===== src/hw/rtl/trial_division_prime_check_defines.svh =====
// assertion macros shared by the trial division prime checker
// expects clk and arst_n in the scope of every use
`ifndef TRIAL_DIVISION_PRIME_CHECK_DEFINES_SVH
`define TRIAL_DIVISION_PRIME_CHECK_DEFINES_SVH

// same-cycle implication, quiet while reset is applied
`define TDPC_ASSERT_IMP(label, ante, cons) \
	label: assert property (@(posedge clk) disable iff (!arst_n) (ante) |-> (cons)) \
		else $error("tdpc assertion failed");

// next-cycle implication, quiet while reset is applied
`define TDPC_ASSERT_NEXT(label, ante, cons) \
	label: assert property (@(posedge clk) disable iff (!arst_n) (ante) |=> (cons)) \
		else $error("tdpc assertion failed");

`endif


===== src/hw/rtl/tdpc_pkg.sv =====
// shared types and constants of the trial division prime checker
// no dependencies
`timescale 1ns / 1ps

package tdpc_pkg;

	localparam int unsigned VALUE_WIDTH = 32;

	// controller states
	typedef enum logic [2:0] {
		ST_IDLE,
		ST_TEST,
		ST_DIVIDE,
		ST_REM,
		ST_DONE
	} state_t;

	// controller to datapath
	typedef struct packed {
		logic in_ready;     // take an input beat
		logic div_start;    // clear remainder, load bit counter
		logic div_step;     // one restoring division step
		logic advance;      // next divisor, update its square
		logic set_verdict;  // capture prime flag
		logic verdict;
		logic emit;         // load output register
	} cmd_t;

	// datapath to controller
	typedef struct packed {
		logic in_fire;
		logic bad;          // value at most one or negative
		logic sq_over;      // divisor squared exceeds value
		logic div_last;     // last division step
		logic rem_zero;
		logic out_free;     // output register can take a beat
	} sts_t;

endpackage


===== src/hw/rtl/tdpc_in_if.sv =====
// input channel: value and end-of-sequence flag
// depends on tdpc_pkg for the default width
`timescale 1ns / 1ps

interface tdpc_in_if #(
	parameter int unsigned VALUE_WIDTH = tdpc_pkg::VALUE_WIDTH
);
	logic                          valid;
	logic                          ready;
	logic signed [VALUE_WIDTH-1:0] value;
	logic                          seq_end;

	modport source (output valid, output value, output seq_end, input ready);
	modport sink (input valid, input value, input seq_end, output ready);
endinterface


===== src/hw/rtl/tdpc_out_if.sv =====
// output channel: prime flags and end-of-sequence copy
// no dependencies
`timescale 1ns / 1ps

interface tdpc_out_if;
	logic valid;
	logic ready;
	logic item_prime;
	logic all_prime;
	logic result_end;

	modport source (output valid, output item_prime, output all_prime, output result_end,
		input ready);
	modport sink (input valid, input item_prime, input all_prime, input result_end,
		output ready);
endinterface


===== src/hw/rtl/tdpc_datapath.sv =====
// datapath: operand, divisor and its square, bit-serial remainder, output register
// depends on tdpc_pkg, tdpc_in_if, tdpc_out_if
`timescale 1ns / 1ps

module tdpc_datapath #(
	parameter int unsigned VALUE_WIDTH = tdpc_pkg::VALUE_WIDTH
) (
	input  logic            clk,
	input  logic            arst_n,
	tdpc_in_if.sink         din,
	tdpc_out_if.source      dout,
	input  tdpc_pkg::cmd_t  cmd,
	output tdpc_pkg::sts_t  sts
);
	localparam int unsigned MW = VALUE_WIDTH - 1;  // magnitude of a positive value
	localparam int unsigned CW = $clog2(MW);

	logic [MW-1:0]          n_q;
	logic [MW-1:0]          d_q;
	logic [VALUE_WIDTH-1:0] sq_q;
	logic [MW-1:0]          rem_q;
	logic [CW-1:0]          cnt_q;
	logic                   bad_q;
	logic                   end_q;
	logic                   verdict_q;

	logic                   out_valid_q;
	logic                   out_prime_q;
	logic                   out_all_q;
	logic                   out_end_q;
	logic                   running_q;

	logic                   in_bad;
	logic [VALUE_WIDTH-1:0] trial;
	logic [VALUE_WIDTH-1:0] diff;
	logic                   ge;
	logic [MW-1:0]          rem_next;
	logic                   all_next;

	assign in_bad = din.value[VALUE_WIDTH-1] || (din.value[MW-1:0] <= MW'(1));

	// shift in the next dividend bit, subtract if it fits
	assign trial    = {rem_q, n_q[cnt_q]};
	assign ge       = trial >= {1'b0, d_q};
	assign diff     = trial - {1'b0, d_q};
	assign rem_next = ge ? diff[MW-1:0] : trial[MW-1:0];

	assign all_next = running_q & verdict_q;

	assign din.ready = cmd.in_ready;

	assign sts.in_fire  = din.valid && din.ready;
	assign sts.bad      = bad_q;
	assign sts.sq_over  = sq_q > {1'b0, n_q};
	assign sts.div_last = cnt_q == '0;
	assign sts.rem_zero = rem_q == '0;
	assign sts.out_free = !out_valid_q || dout.ready;

	assign dout.valid      = out_valid_q;
	assign dout.item_prime = out_prime_q;
	assign dout.all_prime  = out_all_q;
	assign dout.result_end = out_end_q;

	always_ff @(posedge clk) begin
		if (sts.in_fire) begin
			n_q   <= din.value[MW-1:0];
			bad_q <= in_bad;
			end_q <= din.seq_end;
			d_q   <= MW'(2);
			sq_q  <= VALUE_WIDTH'(4);
		end else if (cmd.advance) begin
			// (d+1)^2 = d^2 + 2d + 1
			sq_q <= sq_q + {d_q, 1'b0} + VALUE_WIDTH'(1);
			d_q  <= d_q + MW'(1);
		end
		if (cmd.div_start) begin
			rem_q <= '0;
			cnt_q <= CW'(MW - 1);
		end else if (cmd.div_step) begin
			rem_q <= rem_next;
			cnt_q <= cnt_q - CW'(1);
		end
		if (cmd.set_verdict) begin
			verdict_q <= cmd.verdict;
		end
		if (cmd.emit) begin
			out_prime_q <= verdict_q;
			out_all_q   <= all_next;
			out_end_q   <= end_q;
		end
	end

	always_ff @(posedge clk or negedge arst_n) begin
		if (!arst_n) begin
			out_valid_q <= 1'b0;
			running_q   <= 1'b1;
		end else begin
			if (cmd.emit) begin
				out_valid_q <= 1'b1;
				running_q   <= end_q ? 1'b1 : all_next;
			end else if (dout.ready) begin
				out_valid_q <= 1'b0;
			end
		end
	end

endmodule


===== src/hw/rtl/tdpc_ctrl.sv =====
// controller: sequences divisor tests and division steps for one value
// depends on tdpc_pkg and the assertion macro header
`timescale 1ns / 1ps
`include "trial_division_prime_check_defines.svh"

module tdpc_ctrl (
	input  logic            clk,
	input  logic            arst_n,
	input  tdpc_pkg::sts_t  sts,
	output tdpc_pkg::cmd_t  cmd
);
	tdpc_pkg::state_t state_q;
	tdpc_pkg::state_t state_d;

	always_ff @(posedge clk or negedge arst_n) begin
		if (!arst_n) begin
			state_q <= tdpc_pkg::ST_IDLE;
		end else begin
			state_q <= state_d;
		end
	end

	always_comb begin
		state_d = state_q;
		unique case (state_q)
			tdpc_pkg::ST_IDLE: begin
				if (sts.in_fire) state_d = tdpc_pkg::ST_TEST;
			end
			tdpc_pkg::ST_TEST: begin
				if (sts.bad || sts.sq_over) state_d = tdpc_pkg::ST_DONE;
				else state_d = tdpc_pkg::ST_DIVIDE;
			end
			tdpc_pkg::ST_DIVIDE: begin
				if (sts.div_last) state_d = tdpc_pkg::ST_REM;
			end
			tdpc_pkg::ST_REM: begin
				if (sts.rem_zero) state_d = tdpc_pkg::ST_DONE;
				else state_d = tdpc_pkg::ST_TEST;
			end
			tdpc_pkg::ST_DONE: begin
				if (sts.out_free) state_d = tdpc_pkg::ST_IDLE;
			end
			default: begin
				state_d = tdpc_pkg::ST_IDLE;
			end
		endcase
	end

	always_comb begin
		cmd = '0;
		unique case (state_q)
			tdpc_pkg::ST_IDLE: begin
				cmd.in_ready = 1'b1;
			end
			tdpc_pkg::ST_TEST: begin
				priority if (sts.bad) begin
					cmd.set_verdict = 1'b1;
					cmd.verdict     = 1'b0;
				end else if (sts.sq_over) begin
					// no divisor up to the square root
					cmd.set_verdict = 1'b1;
					cmd.verdict     = 1'b1;
				end else begin
					cmd.div_start = 1'b1;
				end
			end
			tdpc_pkg::ST_DIVIDE: begin
				cmd.div_step = 1'b1;
			end
			tdpc_pkg::ST_REM: begin
				if (sts.rem_zero) begin
					cmd.set_verdict = 1'b1;
					cmd.verdict     = 1'b0;
				end else begin
					cmd.advance = 1'b1;
				end
			end
			tdpc_pkg::ST_DONE: begin
				cmd.emit = sts.out_free;
			end
			default: begin
				cmd = '0;
			end
		endcase
	end

	`TDPC_ASSERT_NEXT(a_bad_ends_test, state_q == tdpc_pkg::ST_TEST && sts.bad,
		state_q == tdpc_pkg::ST_DONE)
	`TDPC_ASSERT_NEXT(a_divide_holds, state_q == tdpc_pkg::ST_DIVIDE && !sts.div_last,
		state_q == tdpc_pkg::ST_DIVIDE)
	`TDPC_ASSERT_NEXT(a_done_waits, state_q == tdpc_pkg::ST_DONE && !sts.out_free,
		state_q == tdpc_pkg::ST_DONE)
	`TDPC_ASSERT_IMP(a_ready_only_idle, cmd.in_ready, state_q == tdpc_pkg::ST_IDLE && !cmd.emit)

endmodule


===== src/hw/rtl/trial_division_prime_check.sv =====
// top level of the trial division prime checker
// depends on tdpc_pkg, tdpc_in_if, tdpc_out_if, tdpc_ctrl, tdpc_datapath
`timescale 1ns / 1ps

// channel  dir  payload                              beat
// din      in   value (signed), seq_end              valid & ready
// dout     out  item_prime, all_prime, result_end    valid & ready
//
// sequence: from idle, each divisor tried takes a test, the bit-serial division steps
//   and a remainder check; a prime ends on a test, a composite on a zero remainder,
//   then the output waits; about 46340 divisors are tried for a 32-bit prime.
// values at most one, and negative values, go from the test straight to the output state.
// reset: asynchronous, clears the controller, the output valid and the
//   running all-prime flag (set to one).
// stalls: a finished beat waits in the output register; the next value is
//   taken while it waits, and its result waits until that beat is gone.

module trial_division_prime_check #(
	parameter int unsigned VALUE_WIDTH = tdpc_pkg::VALUE_WIDTH
) (
	input  logic        clk,
	input  logic        arst_n,
	tdpc_in_if.sink     din,
	tdpc_out_if.source  dout
);
	// command and status between controller and datapath
	tdpc_pkg::cmd_t cmd;
	tdpc_pkg::sts_t sts;

	// state machine: idle, divisor test, division steps, remainder check, output
	tdpc_ctrl u_ctrl (
		.clk    (clk),
		.arst_n (arst_n),
		.sts    (sts),
		.cmd    (cmd)
	);

	// operand, divisor, running square, remainder and output register
	tdpc_datapath #(
		.VALUE_WIDTH (VALUE_WIDTH)
	) u_datapath (
		.clk    (clk),
		.arst_n (arst_n),
		.din    (din),
		.dout   (dout),
		.cmd    (cmd),
		.sts    (sts)
	);

endmodule


===== src/flat_wrapper.sv =====
// flat-port wrapper written by rule: the top's interface ports become plain ports
module trial_division_prime_check_flat 
#(
	parameter int unsigned VALUE_WIDTH = tdpc_pkg::VALUE_WIDTH
)
  (clk, arst_n, din_valid, din_value, din_seq_end, din_ready, dout_valid, dout_item_prime, dout_all_prime, dout_result_end, dout_ready);
  tdpc_in_if #(.VALUE_WIDTH(VALUE_WIDTH)) din_i ();
  tdpc_out_if dout_i ();
  input  logic clk;
  input  logic arst_n;
  input wire logic [$bits(din_i.valid)-1:0] din_valid;
  input wire logic [$bits(din_i.value)-1:0] din_value;
  input wire logic [$bits(din_i.seq_end)-1:0] din_seq_end;
  output wire logic [$bits(din_i.ready)-1:0] din_ready;
  output wire logic [$bits(dout_i.valid)-1:0] dout_valid;
  output wire logic [$bits(dout_i.item_prime)-1:0] dout_item_prime;
  output wire logic [$bits(dout_i.all_prime)-1:0] dout_all_prime;
  output wire logic [$bits(dout_i.result_end)-1:0] dout_result_end;
  input wire logic [$bits(dout_i.ready)-1:0] dout_ready;
  assign din_i.valid = din_valid;
  assign din_i.value = din_value;
  assign din_i.seq_end = din_seq_end;
  assign din_ready = din_i.ready;
  assign dout_valid = dout_i.valid;
  assign dout_item_prime = dout_i.item_prime;
  assign dout_all_prime = dout_i.all_prime;
  assign dout_result_end = dout_i.result_end;
  assign dout_i.ready = dout_ready;
  trial_division_prime_check #(.VALUE_WIDTH(VALUE_WIDTH)) u_core (.clk(clk), .arst_n(arst_n), .din(din_i), .dout(dout_i));
endmodule

===== config.mk =====
export PLATFORM = sky130hd
export DESIGN_NAME = trial_division_prime_check_flat
export DESIGN_NICKNAME = d
export VERILOG_FILES = /design/src/hw/rtl/tdpc_pkg.sv /design/src/hw/rtl/tdpc_in_if.sv /design/src/hw/rtl/tdpc_out_if.sv /design/src/hw/rtl/tdpc_datapath.sv /design/src/hw/rtl/tdpc_ctrl.sv /design/src/hw/rtl/trial_division_prime_check.sv /design/src/flat_wrapper.sv
export VERILOG_INCLUDE_DIRS = /design/src /design/src/hw/rtl
export SDC_FILE = /design/constraint.sdc
export NUM_CORES = 1
export LEC_CHECK = 0
export BUFFER_PORTS_ARGS = -buffer_cell sky130_fd_sc_hd__buf_2
export CELL_PAD_IN_SITES_DETAIL_PLACEMENT = 1
export CELL_PAD_IN_SITES_GLOBAL_PLACEMENT = 2
export CORE_MARGIN = 1
export CORE_UTILIZATION = 42
export DETAILED_ROUTE_END_ITERATION = 10
export HOLD_SLACK_MARGIN = 0.15
export PLACE_DENSITY_LB_ADDON = 0.1
export SLEW_MARGIN = 30
export SYNTH_ARGS = -nofsm -noshare
export SYNTH_HDL_FRONTEND = slang
export SYNTH_SLANG_ARGS = --single-unit

===== constraint.sdc =====
create_clock -name clk -period 9.25 [get_ports clk]
set_input_delay 2.3125 -clock clk [delete_from_list [all_inputs] [get_ports clk]]
set_output_delay 2.3125 -clock clk [all_outputs]
set_load 0.01 [all_outputs]

==> flow_metrics.env <==
export IMPL_path_clk_slew_ns=0.06
export IMPL_finalCriticalPeriod_ns=5.237
export IMPL_synthArstFlopShare_pct=3.546
export IMPL_hold_buffers=0
export IMPL_yosys_top_cells_area="dfxtp_1 (20%), ha_1 (12%), edfxtp_1 (11%), a21oi_1 (5.4%), xnor2_1 (5.0%)"
export IMPL_via_per_inst=5.685
export IMPL_vias=8369
export IMPL_cts_resized=0
export IMPL_antenna_left=0
export IMPL_fin_skew_ns=0.01308
export IMPL_wl_per_cell_um=19.42
export IMPL_grt_pass1_wl_um=46500
export IMPL_p_leak_nw=4.687
export IMPL_r2r_start="u_core.u_datapath.cnt_q[0]"
export IMPL_critPathCaptureType="flop"
export IMPL_dpl_hpwl_um=22430
export IMPL_startpoint="u_core.u_datapath.cnt_q[0]"
export IMPL_switching_share_pct=43.76
export IMPL_gp_congestion=0.8722
export IMPL_drc_errors=0
export IMPL_syn_nets=1282
export IMPL_nNetsFinal=1307
export IMPL_pre_cts_slack_ns=4.022
export IMPL_numCtsBuffers=17
export IMPL_ctsHtreeMaxLevel=4
export IMPL_n_antenna_cell=0
export IMPL_start_util_pct=42.95
export IMPL_layout_drive_gt1_share_pct=9.520
export IMPL_synth_area_mm2=0.009723
export IMPL_drt_initial_drc_count=443
export IMPL_worst_path_buf_inv=2
export IMPL_cts_buffer_depth=2
export IMPL_cts_setup_buffers=0
export IMPL_synth_distinct_cells=75
export IMPL_power_frac_comb_pct=53.2
export IMPL_grt_max_degree=68
export IMPL_slew_limit_headroom_pct=39.65
export IMPL_path_delay_family="multiplexers"
export IMPL_start_kind="flop"
export IMPL_maxCapViolCount=0
export IMPL_vdd_drop_max_mv=0.2478
export IMPL_fp_coreArea_mm2=0.02264
export IMPL_grt_pass1_vias=8433
export IMPL_root_buffer="clkbuf_16"
export IMPL_crit_chain="mux4_2 -> mux4_2 -> mux2i_1 -> ha_1 -> inv_1 -> fa_1 -> a211oi_1 -> o21bai_1 -> a21oi_1 -> a21oi_1 -> o311ai_1 -> and2_1 -> buf_4 -> nor2_1 -> a221o_1"
export IMPL_ys_seq_area_share_pct=33.11
export IMPL_clkSinkCount=141
export IMPL_ys_ff_latch=141
export IMPL_fillers=2761
export IMPL_worstPathMaxFanout=38
export IMPL_switchingPower_mw=1.554
export IMPL_grt_overflow_total=0
export IMPL_tightest_slew_ns=0.8983
export IMPL_syn_to_final_growth_pct=10.78
export IMPL_die_height_um=154.2
export IMPL_grtUsageTotal_pct=25.24
export IMPL_numPortBuffers=41
export IMPL_io_pins=42
export IMPL_seq_power_share_pct=26.5
export IMPL_max_freq_mhz=190.9
export IMPL_dr_pass1_iters=4
export IMPL_whs_ns=0.4708
export IMPL_slowest_delay_ns=0.69
export IMPL_fp_dieArea_mm2=0.02376
export IMPL_synth_edff_count=37
export IMPL_fp_dieW_um=154.2
export IMPL_critPathSlowestCell="dfxtp_1"
export IMPL_rows=55
export IMPL_synth_top_cell_by_area="dfxtp_1"
export IMPL_synth_flop_cell="dfxtp_1"
export IMPL_period_share_pct=56.62
export IMPL_hp_start="u_core.u_datapath.verdict_q"
export IMPL_path_class="flop to flop"
export IMPL_hold_class="flop to flop"
export IMPL_worst_ep_arrival_time_ns=5.55
export IMPL_p_per_area_mw_per_mm2=329.7
export IMPL_yosysWarnings=0
export IMPL_setup_viol=0
export IMPL_tritoncts="yes"
export IMPL_setup_ws_ns=4.013
export IMPL_clk_latency_ns=0.43
export IMPL_finalHoldViolations=0
export IMPL_synth_cells=1149
export IMPL_power_internal_mw=1.997
export IMPL_cp_required_ns=9.56
export IMPL_avgSynthCellArea_um2=8.462
export IMPL_rsz0062_at_grt="no"
export IMPL_synth_top_area_share_pct=20.38
export IMPL_r2r_slack_ns=4.01
export IMPL_tns_ns=0
export IMPL_clkPwrFrac_pct=20.3
export IMPL_status="complete, no violations"
export IMPL_antenna_found_initial=0
export IMPL_slew_violations=0
export IMPL_wirelength_um=28580
export IMPL_finalPower_mw=3.552
==> state kept, by name (all words and copies together), names as in the netlist, 3 cells and up <==
signal and flops:
u_core.u_ctrl.state_q 3, u_core.u_datapath.cnt_q 5, u_core.u_datapath.d_q 31, u_core.u_datapath.n_q 31
u_core.u_datapath.rem_q 31, u_core.u_datapath.sq_q 32
==> metal layers <==
| metal | global-route usage, % | share of wire [%] | vias to the layer above |
|---|---|---|---|
| met5 | 0 | 0 | - |
| met4 | 6.286 | 1.2 | 0 |
| met3 | 2.790 | 2.2 | 22 |
| met2 | 41.15 | 46 | 96 |
| met1 | 35.48 | 51 | 4053 |
| li1 | - | - | 4198 |
==> synth_stat cells, drive strengths merged (6+ instances only) <==
| library cell | n |
|---|---|
| o21bai | 7 |
| and3 | 17 |
| nand3 | 36 |
| inv | 83 |
| nand2b | 15 |
| a21oi | 105 |
| mux2i | 13 |
| mux4 | 9 |
| o21a | 9 |
| or3 | 7 |
| ha | 94 |
| a21o | 32 |
| xor2 | 21 |
| and2 | 8 |
| dfxtp | 99 |
| or2 | 6 |
| nor2 | 85 |
| nand2 | 119 |
| edfxtp | 37 |
| nor2b | 9 |
| nor4 | 20 |
| buf | 6 |
| a22oi | 7 |
| a31oi | 7 |
| a211oi | 14 |
| xnor2 | 56 |
| o21ai | 83 |
| nand4 | 18 |
| nor3 | 21 |
| clkbuf | 35 |
==> metrics by stage <==
stage	area, um2	instances	util (%)
2_1_floorplan	9723	1149	-
3_3_place_gp	10160	1440	44.86
3_5_place_dp	10160	1440	44.86
4_1_cts	10770	1472	47.58
5_1_grt	10770	1472	47.58
6_report	10770	1472	47.58
==> worst reg2reg max path: cells and delay by family (launching register included) <==
family	cells	cell delay (ns)
buffers and inverters	2	0.45
AO/OA/AOI/OAI	6	1.51
flip-flops	1	0.69
multiplexers	3	1.52
AND/OR/NAND/NOR	2	0.27
adder cells (fa/ha/maj)	2	0.68
==> kinds of logic after synthesis <==
logic type | share of synthesized area [%]
buffers and inverters | 5.096
adders and majority gates | 12.51
AOI/OAI and AO/OA | 20.28
xor gates and xnor gates | 6.936
DFF | 33.11
and+or+nand+nor | 18.65
muxes | 3.423
==> layout make-up <==
| type | count | area (um2) | share of cell area [%] |
|---|---|---|---|
| multi-input cells | 883 | 6013 | 55.83 |
| flip-flops and latches | 141 | 3219 | 29.89 |
| clock buffers | 19 | 464.2 | 4.309 |
| well taps | 285 | 356.6 | 3.310 |
| inverters | 84 | 316.6 | 2.939 |
| repair buffers | 47 | 250.2 | 2.323 |
| clock inverters | 13 | 151.4 | 1.406 |
==> layout by cell type, fill, tap and decap left out, types with 5 or more instances in the layout <==
cell type / instances
or3_1: 7
xnor2_1: 56
a31oi_1: 7
clkbuf_16: 18
xor2_1: 21
buf_2: 41
o21bai_1: 7
mux2i_1: 13
nor4_1: 19
ha_1: 94
or2_2: 6
inv_6: 5
a21oi_1: 104
dfxtp_1: 99
nor2_1: 83
a211oi_1: 12
buf_4: 6
nor3_1: 21
nand3_1: 36
and2_1: 8
nand2_1: 119
a21o_1: 31
mux4_2: 9
a22oi_1: 7
o21a_1: 9
o21ai_0: 78
inv_1: 83
nand2b_1: 15
and3_1: 16
edfxtp_1: 37
nor2b_1: 9
nand4_1: 18
==> power groups by stage <==
stage	Combinational, mW	Sequential [mW]	Clock (mW)
finish	1.89	0.941	0.721
global route	2.12	0.960	0.757
CTS	1.91	0.942	0.733
detailed placement	1.90	0.952	0
global placement	1.86	0.951	0
floorplan	1.52	0.879	0
==> final timing paths <==
kind / depth (start not counted) / end
min in group asynchronous: 1 / u_core.u_datapath.dout.valid
worst min-delay path: 0 / u_core.u_datapath.dout.item_prime
worst min register to register: 0 / u_core.u_datapath.dout.item_prime
max in group asynchronous: 1 / u_core.u_datapath.running_q
worst max-delay path: 15 / u_core.u_datapath.rem_q[19]
worst max register to register: 15 / u_core.u_datapath.rem_q[19]
Note: power is estimated with default switching activity, not from simulation.
